**config.mk**
```make
export PLATFORM = sky130hd
export DESIGN_NAME = minimal_standard_prng_ranged
export DESIGN_NICKNAME = d
export VERILOG_FILES = /design/src/rtl/mspr_pkg.sv /design/src/rtl/mspr_front.sv /design/src/rtl/mspr_queue.sv /design/src/rtl/mspr_back.sv /design/src/rtl/minimal_standard_prng_ranged.sv
export SDC_FILE = /design/constraint.sdc
export NUM_CORES = 1
export LEC_CHECK = 0
export BUFFER_PORTS_ARGS = -buffer_cell sky130_fd_sc_hd__clkbuf_2
export CAP_MARGIN = 10
export CORE_ASPECT_RATIO = 1.25
export CORE_MARGIN = 1.5
export CORE_UTILIZATION = 40
export CTS_CLUSTER_DIAMETER = 30
export DETAILED_ROUTE_END_ITERATION = 10
export PLACE_DENSITY_LB_ADDON = 0.3
export SYNTH_ARGS = -nofsm -noshare
export SYNTH_HDL_FRONTEND = slang
export SYNTH_HIERARCHICAL = 1
export SYNTH_SLANG_ARGS = --single-unit
export TNS_END_PERCENT = 100
```
**constraint.sdc**
```tcl
create_clock -name clock -period 6.9 [get_ports clock]
set_input_delay 0.69 -clock clock [delete_from_list [all_inputs] [get_ports clock]]
set_output_delay 0.69 -clock clock [all_outputs]
set_load 0.02 [all_outputs]
```
**src/rtl/mspr_pkg.sv**
```systemverilog
// Shared types and constants for the ranged minimal-standard generator.
// No dependencies; imported by every module under rtl/.
package mspr_pkg;

   localparam int unsigned WORD_W = 31;               // generator word and bound width
   localparam int unsigned SPAN_W = WORD_W + 1;       // span reaches 2^31
   localparam int unsigned MULT_W = 15;               // width of the 16807 multiplier
   localparam int unsigned PROD_W = WORD_W + MULT_W;  // full product width
   localparam int unsigned CNT_W  = $clog2(WORD_W);   // remainder step counter

   localparam logic [WORD_W-1:0] PM_MODULUS = 31'h7FFF_FFFF;
   localparam logic [MULT_W-1:0] PM_MULT    = 15'd16807;
   localparam logic [WORD_W-1:0] SEED_RESET = 31'd1;

   localparam int unsigned QUEUE_DEPTH = 2;

   typedef enum logic [2:0] {
      BK_IDLE,
      BK_MULT,
      BK_FOLD,
      BK_DIVIDE,
      BK_FINISH
   } mspr_state_type;

   // One classified request: equal bounds, or an ordered low bound and span.
   typedef struct packed {
      logic              equal;
      logic [WORD_W-1:0] low;
      logic [SPAN_W-1:0] span;
   } mspr_entry_type;

   typedef struct packed {
      logic full;
      logic empty;
   } mspr_qstat_type;

endpackage

```
**src/rtl/mspr_front.sv**
```systemverilog
// Request classifier: orders the two bounds, flags equal bounds, forms the span.
// Depends on mspr_pkg; feeds mspr_queue.
module mspr_front (
   input  logic                           req_valid,
   output logic                           req_stall,
   input  logic [mspr_pkg::WORD_W-1:0]    req_bound_a,
   input  logic [mspr_pkg::WORD_W-1:0]    req_bound_b,
   input  mspr_pkg::mspr_qstat_type       qstat,
   output logic                           push,
   output mspr_pkg::mspr_entry_type       push_entry
);
   import mspr_pkg::*;

   logic              swap;
   logic [WORD_W-1:0] low;
   logic [WORD_W-1:0] high;

   always_comb begin
      swap = $signed(req_bound_a) > $signed(req_bound_b);
      low  = swap ? req_bound_b : req_bound_a;
      high = swap ? req_bound_a : req_bound_b;

      push_entry.equal = (req_bound_a == req_bound_b);
      push_entry.low   = low;
      // sign-extend both ends; the difference plus one is always positive
      push_entry.span  = {high[WORD_W-1], high} - {low[WORD_W-1], low} + SPAN_W'(1);

      req_stall = qstat.full;
      push      = req_valid && !qstat.full;
   end

endmodule

```
**src/rtl/mspr_queue.sv**
```systemverilog
// Small register queue between the classifier and the draw engine.
// Depends on mspr_pkg for the entry and status types.
module mspr_queue #(
   parameter int unsigned Depth = mspr_pkg::QUEUE_DEPTH
) (
   input  logic                      clock,
   input  logic                      reset,
   input  logic                      push,
   input  mspr_pkg::mspr_entry_type  push_entry,
   input  logic                      pop,
   output mspr_pkg::mspr_entry_type  head,
   output mspr_pkg::mspr_qstat_type  qstat
);
   import mspr_pkg::*;

   localparam int unsigned PtrW = $clog2(Depth);
   localparam int unsigned CntW = $clog2(Depth + 1);

   mspr_entry_type entries_ff [Depth];
   logic [PtrW-1:0] wr_ptr_ff, wr_ptr_in;
   logic [PtrW-1:0] rd_ptr_ff, rd_ptr_in;
   logic [CntW-1:0] count_ff,  count_in;

   always_comb begin
      wr_ptr_in = wr_ptr_ff;
      rd_ptr_in = rd_ptr_ff;
      count_in  = count_ff;
      if (push) begin
         wr_ptr_in = (wr_ptr_ff == PtrW'(Depth - 1)) ? '0 : wr_ptr_ff + PtrW'(1);
      end
      if (pop) begin
         rd_ptr_in = (rd_ptr_ff == PtrW'(Depth - 1)) ? '0 : rd_ptr_ff + PtrW'(1);
      end
      if (push && !pop) begin
         count_in = count_ff + CntW'(1);
      end else if (pop && !push) begin
         count_in = count_ff - CntW'(1);
      end

      head        = entries_ff[rd_ptr_ff];
      qstat.full  = (count_ff == CntW'(Depth));
      qstat.empty = (count_ff == '0);
   end

   always_ff @(posedge clock) begin
      if (reset) begin
         wr_ptr_ff <= '0;
         rd_ptr_ff <= '0;
         count_ff  <= '0;
      end else begin
         wr_ptr_ff <= wr_ptr_in;
         rd_ptr_ff <= rd_ptr_in;
         count_ff  <= count_in;
      end
   end

   always_ff @(posedge clock) begin
      if (push) begin
         entries_ff[wr_ptr_ff] <= push_entry;
      end
   end

endmodule

```
**src/rtl/mspr_back.sv**
```systemverilog
// Draw engine: holds the generator word, advances it, reduces it modulo the
// span one bit per cycle and drives the result register. Depends on mspr_pkg.
module mspr_back (
   input  logic                         clock,
   input  logic                         reset,
   input  mspr_pkg::mspr_entry_type     head,
   input  mspr_pkg::mspr_qstat_type     qstat,
   output logic                         pop,
   input  logic                         csr_wr_en,
   input  logic [mspr_pkg::WORD_W-1:0]  csr_wr_data,
   output logic                         rsp_valid,
   input  logic                         rsp_stall,
   output logic [mspr_pkg::WORD_W-1:0]  rsp_value,
   output logic [mspr_pkg::WORD_W-1:0]  rsp_generator_word
);
   import mspr_pkg::*;

   mspr_state_type    fsm_ff,       fsm_in;
   logic [WORD_W-1:0] word_ff,      word_in;
   logic [PROD_W-1:0] prod_ff,      prod_in;
   logic [WORD_W-1:0] div_ff,       div_in;
   logic [WORD_W-1:0] rem_ff,       rem_in;
   logic [CNT_W-1:0]  cnt_ff,       cnt_in;
   logic [WORD_W-1:0] low_ff,       low_in;
   logic [SPAN_W-1:0] span_ff,      span_in;
   logic              rsp_valid_ff, rsp_valid_in;
   logic [WORD_W-1:0] rsp_value_ff, rsp_value_in;
   logic [WORD_W-1:0] rsp_word_ff,  rsp_word_in;

   logic              slot_free;
   logic [SPAN_W-1:0] fold_sum;
   logic [SPAN_W-1:0] fold_red;
   logic [WORD_W-1:0] next_word;
   logic [SPAN_W-1:0] shifted;
   logic [WORD_W-1:0] rem_next;

   always_comb begin
      // 16807*x mod (2^31-1): fold the high product bits onto the low ones
      fold_sum  = SPAN_W'(prod_ff[PROD_W-1:WORD_W]) + {1'b0, prod_ff[WORD_W-1:0]};
      fold_red  = (fold_sum >= {1'b0, PM_MODULUS}) ? fold_sum - {1'b0, PM_MODULUS}
                                                  : fold_sum;
      // a zero residue maps to the modulus
      next_word = (fold_red[WORD_W-1:0] == '0) ? PM_MODULUS : fold_red[WORD_W-1:0];

      // restoring remainder step: bring down one dividend bit
      shifted  = {rem_ff, div_ff[WORD_W-1]};
      rem_next = (shifted >= span_ff) ? WORD_W'(shifted - span_ff) : shifted[WORD_W-1:0];
   end

   always_comb begin
      fsm_in       = fsm_ff;
      word_in      = word_ff;
      prod_in      = prod_ff;
      div_in       = div_ff;
      rem_in       = rem_ff;
      cnt_in       = cnt_ff;
      low_in       = low_ff;
      span_in      = span_ff;
      rsp_value_in = rsp_value_ff;
      rsp_word_in  = rsp_word_ff;
      pop          = 1'b0;
      slot_free    = !rsp_valid_ff || !rsp_stall;
      rsp_valid_in = rsp_valid_ff && rsp_stall;

      unique case (fsm_ff)
         BK_IDLE: begin
            if (!qstat.empty) begin
               if (head.equal) begin
                  if (slot_free) begin
                     pop          = 1'b1;
                     rsp_valid_in = 1'b1;
                     rsp_value_in = head.low;
                     rsp_word_in  = word_ff;
                  end
               end else begin
                  pop     = 1'b1;
                  low_in  = head.low;
                  span_in = head.span;
                  fsm_in  = BK_MULT;
               end
            end
         end
         BK_MULT: begin
            prod_in = PROD_W'(word_ff) * PROD_W'(PM_MULT);
            fsm_in  = BK_FOLD;
         end
         BK_FOLD: begin
            word_in = next_word;
            div_in  = next_word;
            rem_in  = '0;
            cnt_in  = CNT_W'(WORD_W - 1);
            fsm_in  = BK_DIVIDE;
         end
         BK_DIVIDE: begin
            rem_in = rem_next;
            div_in = {div_ff[WORD_W-2:0], 1'b0};
            if (cnt_ff == '0) begin
               fsm_in = BK_FINISH;
            end else begin
               cnt_in = cnt_ff - CNT_W'(1);
            end
         end
         BK_FINISH: begin
            if (slot_free) begin
               rsp_valid_in = 1'b1;
               rsp_value_in = rem_ff + low_ff;
               rsp_word_in  = word_ff;
               fsm_in       = BK_IDLE;
            end
         end
         default: begin
            fsm_in = BK_IDLE;
         end
      endcase

      if (csr_wr_en) begin
         word_in = csr_wr_data;
      end
   end

   always_ff @(posedge clock) begin
      if (reset) begin
         fsm_ff       <= BK_IDLE;
         word_ff      <= SEED_RESET;
         rsp_valid_ff <= 1'b0;
      end else begin
         fsm_ff       <= fsm_in;
         word_ff      <= word_in;
         rsp_valid_ff <= rsp_valid_in;
      end
   end

   always_ff @(posedge clock) begin
      prod_ff      <= prod_in;
      div_ff       <= div_in;
      rem_ff       <= rem_in;
      cnt_ff       <= cnt_in;
      low_ff       <= low_in;
      span_ff      <= span_in;
      rsp_value_ff <= rsp_value_in;
      rsp_word_ff  <= rsp_word_in;
   end

   assign rsp_valid          = rsp_valid_ff;
   assign rsp_value          = rsp_value_ff;
   assign rsp_generator_word = rsp_word_ff;

endmodule

```
**src/rtl/minimal_standard_prng_ranged.sv**
```systemverilog
// Ranged draws from the minimal-standard generator (x' = 16807*x mod 2^31-1).
// Each request carries two signed 31-bit bounds in either order. When the
// bounds are equal the response is that bound and the generator word is
// returned unchanged. Otherwise the word advances one step (a product
// state, then a fold state), the new word is reduced modulo the span
// high-low+1 by a radix-2 restoring remainder loop that handles one bit
// per cycle, and low is added back; the generator word after the step is
// reported alongside the draw. A two-entry request queue lets new requests
// be taken while a draw is in progress, and a result register lets the
// engine finish while the consumer stalls. Writing csr_wr_data with
// csr_wr_en reloads the generator word; after reset the word is 1.
// Depends on mspr_pkg and the mspr_* modules.
module minimal_standard_prng_ranged #(
   parameter int unsigned QueueDepth = mspr_pkg::QUEUE_DEPTH
) (
   input  logic                         clock,
   input  logic                         reset,
   // request channel
   input  logic                         req_valid,
   output logic                         req_stall,
   input  logic [mspr_pkg::WORD_W-1:0]  req_bound_a,
   input  logic [mspr_pkg::WORD_W-1:0]  req_bound_b,
   // response channel
   output logic                         rsp_valid,
   input  logic                         rsp_stall,
   output logic [mspr_pkg::WORD_W-1:0]  rsp_value,
   output logic [mspr_pkg::WORD_W-1:0]  rsp_generator_word,
   // seed register
   input  logic                         csr_wr_en,
   input  logic [mspr_pkg::WORD_W-1:0]  csr_wr_data
);
   import mspr_pkg::*;

   mspr_entry_type push_entry;
   mspr_entry_type head;
   mspr_qstat_type qstat;
   logic           push;
   logic           pop;

   // Order the bounds and compute the span as the request arrives.
   mspr_front u_front (
      .req_valid   (req_valid),
      .req_stall   (req_stall),
      .req_bound_a (req_bound_a),
      .req_bound_b (req_bound_b),
      .qstat       (qstat),
      .push        (push),
      .push_entry  (push_entry)
   );

   // Hold classified requests until the engine is free.
   mspr_queue #(
      .Depth (QueueDepth)
   ) u_queue (
      .clock      (clock),
      .reset      (reset),
      .push       (push),
      .push_entry (push_entry),
      .pop        (pop),
      .head       (head),
      .qstat      (qstat)
   );

   // Advance the generator, reduce, and drive the response register.
   mspr_back u_back (
      .clock              (clock),
      .reset              (reset),
      .head               (head),
      .qstat              (qstat),
      .pop                (pop),
      .csr_wr_en          (csr_wr_en),
      .csr_wr_data        (csr_wr_data),
      .rsp_valid          (rsp_valid),
      .rsp_stall          (rsp_stall),
      .rsp_value          (rsp_value),
      .rsp_generator_word (rsp_generator_word)
   );

endmodule
```
Word level (Yosys, flattened, before mapping)
Memory sizes are Yosys's and may differ from the RTL's. A register that Yosys moved wholly into a read port is not among the register bits.
Cells that the tools add are included.
{ "totals": {"ff_bits": 277, "mem_bits_rw": 128, "in_bits": 98, "word_cells": 109, "mem_count": 1} }
{ "memory_table": {"columns": ["name", "depth", "word_bits", "rd", "rd_clocked_by_memory_dff", "write_ports", "line", "rtl"], "rows": [
  ["u_queue.entries_ff", 2, 64, 1, 1, 1, "mspr_queue.sv:19", "mspr_entry_type entries_ff [Depth];"]
]} }
{ "classes": {"n_addsub": 11, "mul": 1, "magnitude_cmp": 3, "n_eq_ne": 13, "mux": 41, "bitwise_logic": 2, "reduce_logical": 23} }
{ "ops": {"columns": ["cell", "n"], "rows": [
  ["31-bit 2-to-1 mux", 14],
  ["31-bit one-hot mux with 2 select lines", 4],
  ["31-bit by 15-bit multiplier with 46-bit output (second input constant)", 1],
  ["15-bit by 31-bit adder with 32-bit output", 1],
  ["32-bit by 1-bit adder with 32-bit output (second input constant)", 1],
  ["32-bit by 31-bit greater-or-equal comparator with 1-bit output (second input constant)", 1],
  ["32-bit greater-or-equal comparator", 1],
  ["31-bit by 31-bit subtractor with 32-bit output", 1],
  ["31-bit adder", 1],
  ["31-bit == test", 1],
  ["31-bit greater-than comparator", 1],
  ["31-bit zero test", 1],
  ["31-bit subtractor", 1],
  ["31-bit subtractor (second input constant)", 1],
  ["3-bit one-hot mux with 5 select lines", 1],
  ["1-bit 2-to-1 mux", 13],
  ["3-bit 2-to-1 mux", 4],
  ["5-bit one-hot mux with 2 select lines", 1],
  ["2-bit inequality test (second input constant)", 4],
  ["2-bit nonzero test", 4],
  ["3-bit by 2-bit == test with 1-bit output (second input constant)", 2],
  ["2-bit by 1-bit inequality test with 1-bit output (second input constant)", 3],
  ["3-bit AND reduction", 2],
  ["1-bit zero test", 5],
  ["19 further kinds", 25]
]} }

Longest topological paths before layout
Gate-level depths: netlist of the first run.
{ "depth": {"word_depth": 9, "mapped_depth": 26, "ltp_nobuf": 25} }

Modules after synthesis
Netlist of the first run, hierarchy kept.
{ "modules_own_cells": {"columns": ["mod", "n_inst", "cells_each", "area_each_um2"], "rows": [
  ["mspr_back", 1, 2254, 22750.6],
  ["mspr_queue", 1, 221, 4847.1],
  ["mspr_front", 1, 475, 3587.2]
]} }

Worst setup path after synthesis of the first run
No wires, ideal clock.
{ "synth_timing": {"path_kind": "reg-to-reg", "from": "register u_back.word_ff[13]", "to": "register u_back.prod_ff[39] (data pin)", "t_arrival_ps": 6497, "required_ps": 6634, "setup_slack_ps": 137, "path_stages_with_launch": 25, "path_buffers": 0, "synth_period_minus_slack_ps": 6763, "cell_sequence": "dfxtp_1 > inv_1 > fa_1 > inv_1 > ha_1 > fa_1 > inv_1 > fa_1 > inv_1 > fa_1 > inv_1 > fa_1 > inv_1 > ha_1 > or2_2 > a21oi_1 > nor2_1 > o41ai_1 > o21ai_0 > o41ai_1 > a2111oi_0 > or2_2 > a311oi_1 > nor4_1 > nand4b_1"} }
{ "synth_between": {"elab_chain_len": 1} }
{ "synth_lines": {"columns": ["item", "line", "rtl"], "rows": [
  ["start: declaration", "mspr_back.sv:19", "logic [WORD_W-1:0] word_ff, word_in;"],
  ["start signal: assignment", "mspr_back.sv:128", "word_ff <= word_in;"],
  ["31-bit by 15-bit multiplier with 46-bit output", "mspr_back.sv:84", "prod_in = PROD_W'(word_ff) * PROD_W'(PM_MULT);"],
  ["end signal: assignment", "mspr_back.sv:134", "prod_ff <= prod_in;"],
  ["end: declaration", "mspr_back.sv:20", "logic [PROD_W-1:0] prod_ff, prod_in;"]
]} }
No other way between the ends.
A chain may end at the register's enable or synchronous reset.

Worst setup path after layout of the first run
{ "layout_timing": {"from": "register u_back.word_ff[15]", "to": "register u_back.prod_ff[39] (data pin)"} }
Same word-level chain as after synthesis.

==> results of run 1 <==
==> placed cells by master, fill, tap and decap left out, types with 39 or more instances in the layout <==
| master | Yosys | routed |
|---|---|---|
| inv_1 | 400 | 398 |
| nand2b_1 | 58 | 58 |
| buf_4 | 13 | 82 |
| ha_1 | 331 | 331 |
| o21ai_0 | 104 | 101 |
| a21o_1 | 50 | 50 |
| xnor2_1 | 93 | 93 |
| nor2_1 | 219 | 217 |
| clkbuf_16 | 0 | 85 |
| fa_1 | 137 | 137 |
| a21oi_1 | 132 | 130 |
| edfxtp_1 | 366 | 366 |
| mux2_2 | 92 | 92 |
| a31oi_1 | 55 | 55 |
| mux2i_1 | 62 | 62 |
| dfxtp_1 | 40 | 39 |
| nand2_1 | 155 | 153 |
| clkbuf_2 | 1 | 161 |
| xor2_1 | 53 | 53 |
==> power breakdown <==
part,total [mW],internal (mW),switching (mW),leakage (nW)
clock,4.03,2.66,1.37,1.39
sequential,4.45,4.04,0.405,3.72
combinational,12.8,5.24,7.54,10.8
==> worst max-delay path: cells and delay by family, from the launching register on <==
kind / cells / cell delay (ns)
buf+inv: 7 / 0.54
simple gates: 5 / 0.92
fa+ha+maj: 7 / 3.14
compound gates: 6 / 1.37
flops: 1 / 0.32
==> repair_timing <==
| action | CTS | global route |
|---|---|---|
| buffers inserted | 0 | 1 |
| gates resized for setup | 0 | 13 |
| endpoints found under the setup margin | 0 | 11 |
==> per-layer routing <==
layer  share of wire  wire [um]
met3           0.033       2760
met2            0.53      43600
met4           0.053       4400
met5         0.00033         27
met1            0.39      31900
==> metrics by stage <==
| step | hold WS [ns] | setup slack (ns) | utilization | cell area, um^2 |
|---|---|---|---|---|
| final | 0.408 | 0.368 | 0.472 | 36500 |
| after global routing | 0.412 | 0.0304 | 0.472 | 36500 |
| after CTS | 0.380 | 0.00104 | 0.471 | 36400 |
| after detailed placement | 0.493 | 0.0452 | 0.434 | 33600 |
| after global placement | 0.486 | 0.0665 | 0.434 | 33600 |
| after floorplan | 0.461 | 0.137 | - | 31200 |
==> worst paths after layout <==
path / depth (start not counted) / start / slack [ns] / endpoint
setup / recovery: 25 / u_back/word_ff[15] / 0.37 / u_back/prod_ff[39]
hold / removal: 3 / csr_wr_data[1] / 0.41 / u_back/word_ff[1]
setup reg to reg: 25 / u_back/word_ff[15] / 0.37 / u_back/prod_ff[39]
hold reg to reg: 2 / u_queue/count_ff[1] / 0.51 / u_queue/count_ff[1]
==> area by class of cell <==
cell class                      instances  area (um^2)
Timing Repair Buffer                  244         1440
Clock inverter                         55          672
Multi-Input combinational cell       2061        17600
Tap cell                             1044         1310
Inverter                              402         1510
Clock buffer                           97         2180
Fill cell                            7276        40800
Sequential cell                       406        11800
==> cell families after synthesis <==
logic type | synth area share
AO/OA/AOI/OAI | 0.133
XOR/XNOR | 0.0410
adder cells (fa/ha/maj) | 0.221
buffers and inverters | 0.0625
flip-flops | 0.378
multiplexers | 0.0553
AND/OR/NAND/NOR | 0.109
==> sequential cells by signal (all words and copies together), names as in the netlist, named ones only <==
register	flops
u_back/rsp_valid	1
u_queue/count_ff	2
u_back/prod_ff	46
u_queue/wr_ptr_ff	1
u_queue/entries_ff	128
u_back/rsp_generator_word	31
u_back/div_ff	31
u_back/rem_ff	31
u_back/word_ff	31
u_back/fsm_ff	3
u_back/rsp_value	31
u_back/span_ff	32
u_queue/rd_ptr_ff	1
u_back/cnt_ff	5
u_back/low_ff	31
==> synthesized netlist by cell type (7+ instances only) <==
| cell | number |
|---|---|
| nor3_1 | 37 |
| nand2b_1 | 58 |
| nor4_1 | 12 |
| and2_1 | 15 |
| nand4_1 | 34 |
| o22ai_1 | 15 |
| a2111oi_0 | 7 |
| mux2i_1 | 62 |
| o21ai_0 | 104 |
| a211oi_1 | 28 |
| or3_1 | 15 |
| and4_1 | 7 |
| ha_1 | 331 |
| nor2b_1 | 26 |
| o31ai_1 | 15 |
| buf_2 | 15 |
| or4_1 | 7 |
| edfxtp_1 | 366 |
| a31oi_1 | 55 |
| nand2_1 | 155 |
| a211o_1 | 8 |
| fa_1 | 137 |
| o221ai_1 | 23 |
| a21o_1 | 50 |
| mux2_2 | 92 |
| buf_6 | 9 |
| inv_1 | 400 |
| clkbuf_1 | 41 |
| or2_2 | 14 |
| dfxtp_1 | 40 |
| a21oi_1 | 132 |
| nor2_1 | 219 |
| and3_1 | 11 |
| o21bai_1 | 16 |
| xor2_1 | 53 |
| o211ai_1 | 14 |
| nand3b_1 | 7 |
| o31a_1 | 7 |
| buf_4 | 13 |
| a211oi_2 | 12 |
| xnor2_1 | 93 |
| nand3_1 | 37 |
| o21a_1 | 30 |
==> summary.md, run 1 <==
| Metric | Value |
|---|---|
| Element type at the critical path start | register |
| DRT antenna net count | 0 |
| DRC Markers | 0 |
| First-pass GRT wire length | ~130000 um |
| Unique masters post-synth | 100 |
| Run status | completed |
| Mapped Cells | 2950 |
| Worst Tran Pin Value | about 1.2 ns |
| DIE WIDTH | 253 um |
| Post-synthesis cell area | approximately 0.031 mm^2 |
| Detailed Route Iter0 Violations | 1113 |
| Max VDD drop | 0.000507 V |
| CP most frequent cell | inv_1 |
| # port buffers | 161 |
| Worst Path Required | 7.27 ns |
| Critical Path Sink Type | register |
| Prevailing post-synth register cell | edfxtp_1 |
| Max-cap violations | 0 |
| CTS tree | yes |
| CTS Buf Count | 82 |
| H-tree depth | 3 |
| Initial antenna violation count | 2 |
| GRT Util Overall | 0.211 |
| Period Utilization, post-route | 0.947 |
| Area fraction of the dominant cell type after synthesis | 0.352 |
| GPL Wtd Cong | 0.956 |
| Share of layout cells above drive strength 1 | 0.169 |
| Crit-path max cell delay | 0.53 ns |
| Busiest layer in global routing | met2 |
| Number of synthesized flops with an enable pin | 366 |
| RSZ-0062 raised after global routing | false |
| Clock Root Buffer | clkbuf_16 |
| Total power | 21.3 mW |
| Worst Path Max Fanout | 3 |
| CTS Hold Bufs | 0 |
| Dpl cells | approximately 4200 |
| Area contributors post-synth | edfxtp_1 35%, ha_1 13%, fa_1 8.8% |
| Area Growth Syn to Fin | 16.9% |
| Min Clock Period, post-route | 6.53 ns |
| Post-synthesis sequential area ratio | 0.378 |
| Highest Clock Rate | 153 MHz |
| Setup violations, final | 0 |
| Async SR Flop Fraction | 0 |
| Post-DP HPWL | 64800 um |
| TritonRoute pass-1 iters | 5 |
| Die Span Y | between 300 and 400 um |
| Initial core utilization | 0.403 |
| Clk buf depth | 3 |
| Synth Register Bits | 406 |
| Total gr overflow | 0 |
| Clock Sinks | between 400 and 500 |
| Pwr Density | 583 mW/mm^2 |
| Largest net degree at the start of global routing | 81 |
| Antenna diodes | 0 |
| Slowest CP cell | fa_1 |
| Largest area contributor in the netlist | edfxtp_1 |
| Hold WC Path Type | in -> reg |
| IO Pins | 162 |
| Site row count | ~110 |
| Layout Cells excl Fill | 4309 |
| Average instance area after synthesis | 10.6 um^2 |
| Vias in the first global route | 23100 |
| Syn nets | approximately 3500 |
| Arrival time at the worst endpoint | 6.90 ns |
| Core Box Area | 0.0773 mm^2 |
| Crit Path Class | reg -> reg |
| Total negative slack | 0 ns |
| Routed length per instance | 19.2 um |
| Vias per cell | 5.26 |
| Grt met1 use | 0.232 |
| DR vias | 22700 |
| Leak | 15.9 nW |
| Slew headroom | 0.230 |
| Met2 global-route usage | 0.391 |
| Syn. warnings | 6 |
| Final nets | approximately 3800 |
| Worst skew pair latency | 0.63 ns |
| Die area | roughly 0.080 mm^2 |
| M3 GR Usage | 0.0282 |
| Final count of pins violating max slew | 0 |
| Clk_skew | approximately 0.025 ns |
| Final hold violation count | 0 |
| Clk slew on worst S/H paths | 0.04 ns |
| Final wirelength | about 83000 um |
(Power assumes the default switching activity.)
==> run 2: changes to the inputs <==
CORE_UTILIZATION = 57   (was 40)
==> run 2 against run 1 <==
  * First-iteration DRC count up 17%
  * Highest routed layer is now met4
  * Fmax down 0.61%
  * Sequential cell count unchanged
  * Non-clock buffer count down 10
  * Clock skew up 0.0016 ns
==> summary.md, run 2 (synthesis gave the netlist of run 1 again) <==
| Metric | Value |
|---|---|
| Run status | completed (unchanged) |
| Largest register by flop count | u_queue/entries_ff (unchanged) |
| Critical path buffers and inverters | 7 (unchanged) |
| Clock Sinks | 406 (unchanged) |
| Post-DP HPWL | 66300 um (was 64800 um) |
| Setup violations, final | 0 (unchanged) |
| GPL Wtd Cong | 0.971 (was 0.956) |
| CTS tree | yes (unchanged) |
| Hold WC Path Type | in -> reg (unchanged) |
| Slew headroom | 0.206 (was 0.230) |
| Setup Buffers After CTS | 0 (unchanged) |
| Arrival time at the worst endpoint | 6.89 ns (was 6.90 ns) |
| Family with the most delay on the worst path | adder cells (unchanged) |
| Final nets | 3744 (was 3763) |
| First-pass GRT wire length | 131000 um (was 129000 um) |
| Crit-path max cell delay | 0.54 ns (was 0.53 ns) |
| Routed length per instance | 21.3 um (was 19.2 um) |
| Worst Path Max Fanout | 4 (was 3) |
| Core Box Area | 0.0540 mm^2 (was 0.0773 mm^2) |
| Vias in the first global route | 24300 (was 23100) |
| Slowest CP cell | fa_1 (unchanged) |
| Largest net degree at the start of global routing | 65 (was 81) |
| DRC Markers | 0 (unchanged) |
| CTS Buf Count | 73 (was 82) |
| Initial antenna violation count | 0 (was 2) |
| Area post-placement | 0.0331 mm^2 (was 0.0336 mm^2) |
| Period Utilization, post-route | 0.952 (was 0.947) |
| Clock Root Buffer | clkbuf_16 (unchanged) |
| Highest Clock Rate | 152 MHz (was 153 MHz) |
| DRT antenna net count | 0 (unchanged) |
| Final count of pins violating max slew | 0 (unchanged) |
| Critical Path Start | u_back/word_ff[13] (was u_back/word_ff[15]) |
| Clk_skew | 0.0261 ns (was 0.0246 ns) |
| Vias per cell | 5.85 (was 5.26) |
| Worst Tran Pin Value | 1.19 ns (was 1.15 ns) |
| Hold Crit Start | req_bound_b[29] (was csr_wr_data[1]) |
| Area Growth Syn to Fin | 14.2% (was 16.9%) |
| Detailed Route Iter0 Violations | 1305 (was 1113) |
| Die area | 0.0561 mm^2 (was 0.0797 mm^2) |
| Site row count | 95 (was 114) |
| GRT Util Overall | 0.306 (was 0.211) |
| Crit Path Class | reg -> reg (unchanged) |
| Commonest non-fill, non-tap cell in the layout | inv_1 (unchanged) |
| H-tree depth | 3 (unchanged) |
| Final wirelength | 84300 um (was 82700 um) |
| Total gr overflow | 0 (unchanged) |
| Most frequent cells in the layout | 399 x inv_1, 366 x edfxtp_1, 331 x ha_1 (was 398 x inv_1, 366 x edfxtp_1, 331 x ha_1) |
| Min Clock Period, post-route | 6.57 ns (was 6.53 ns) |
| Initial core utilization | 0.578 (was 0.403) |
| Max FFs per register | 128 (unchanged) |
| DIE WIDTH | 212 um (was 253 um) |
| Worst skew pair latency | 0.60 ns (was 0.63 ns) |
| Final Cell Area | 0.0356 mm^2 (was 0.0365 mm^2) |
| IO Pins | 162 (unchanged) |
| DR vias | 23200 (was 22700) |
| Critical R2R Launch | u_back/word_ff[13] (was u_back/word_ff[15]) |
| # port buffers | 161 (unchanged) |
| Critical Path Sink Type | register (unchanged) |
| CTS Hold Bufs | 0 (unchanged) |
| Share of layout cells above drive strength 1 | 0.163 (was 0.169) |
| Clk buf depth | 3 (unchanged) |
| RSZ-0062 raised after global routing | true (was false) |
| Die Span Y | 265 um (was 315 um) |
| Clk slew on worst S/H paths | 0.06 ns (was 0.04 ns) |
| Element type at the critical path start | register (unchanged) |
| CP most frequent cell | inv_1 (unchanged) |
| Max-cap violations | 0 (unchanged) |
| TritonRoute pass-1 iters | 8 (was 5) |
| Final hold violation count | 0 (unchanged) |
| Top Registers | u_queue/entries_ff: 128 flops, u_back/prod_ff: 46 flops, u_back/span_ff: 32 flops (unchanged) |
| Worst Path Required | 7.22 ns (was 7.27 ns) |
-- run 2: cell types whose count changed in the layout (fill, tap and decap cells not counted), moves of 2 or more --
cell,change
bufinv_16,-7
clkinv_16,-3
clkinvlp_4,+3
clkinv_2,-14
clkinv_1,+2
clkbuf_1,-8
inv_16,+2
inv_8,+6
clkinv_4,+6
clkbuf_16,-9
clkinv_8,+4
buf_4,-9
-- run 2: timing repair --
action / 4_1_cts / 5_1_grt
endpoints found under the setup margin: 1 / 6
endpoints found under the hold margin: 0 / 0
gates resized for setup: 1 / 7
pin swaps: 0 / 1
-- run 2: final cells by class --
type,instances,area [um^2]
sequential,406,11800
multi-input combinational,2061,17600
tap,727,910
fill,4225,18300
inverter,402,1510
timing repair buffer,234,1350
antenna,1,2.50
clock buffer,81,1940
clock inverter,54,554
-- run 2: per-layer routing --
| metal | GRT usage | vias up | wire, um |
|---|---|---|---|
| li1 | - | 11000 | - |
| met1 | 0.329 | 11200 | 31100 |
| met2 | 0.556 | 675 | 43400 |
| met3 | 0.0314 | 245 | 3140 |
| met4 | 0.221 | 0 | 6680 |
| met5 | 0 | - | 0 |
-- run 2: final timing paths --
path,slack (ns),endpoint,cells past startpoint
max reg2reg,0.33,u_back/prod_ff[39],25
max,0.33,u_back/prod_ff[39],25
min,0.44,u_queue/entries_ff[1][61],2
min reg2reg,0.51,u_queue/count_ff[1],2
-- run 2: stage by stage --
| step | hold slack (ns) | setup WS, ns | utilization | setup TNS (ns) | std cells |
|---|---|---|---|---|---|
| after floorplan | 0.461 | 0.137 | - | 0 | 2950 |
| after global placement | 0.478 | 0.204 | 0.613 | 0 | 3830 |
| after detailed placement | 0.509 | 0.0833 | 0.613 | 0 | 3830 |
| after CTS | 0.425 | 0.142 | 0.659 | 0 | 3965 |
| after global routing | 0.458 | -0.00182 | 0.660 | -0.00182 | 3965 |
| final | 0.443 | 0.328 | 0.660 | 0 | 3966 |
Power of run 2 is left out: the tool's default activity adds up to more than one toggle a clock period on the data nets, which glitch-free logic cannot reach.
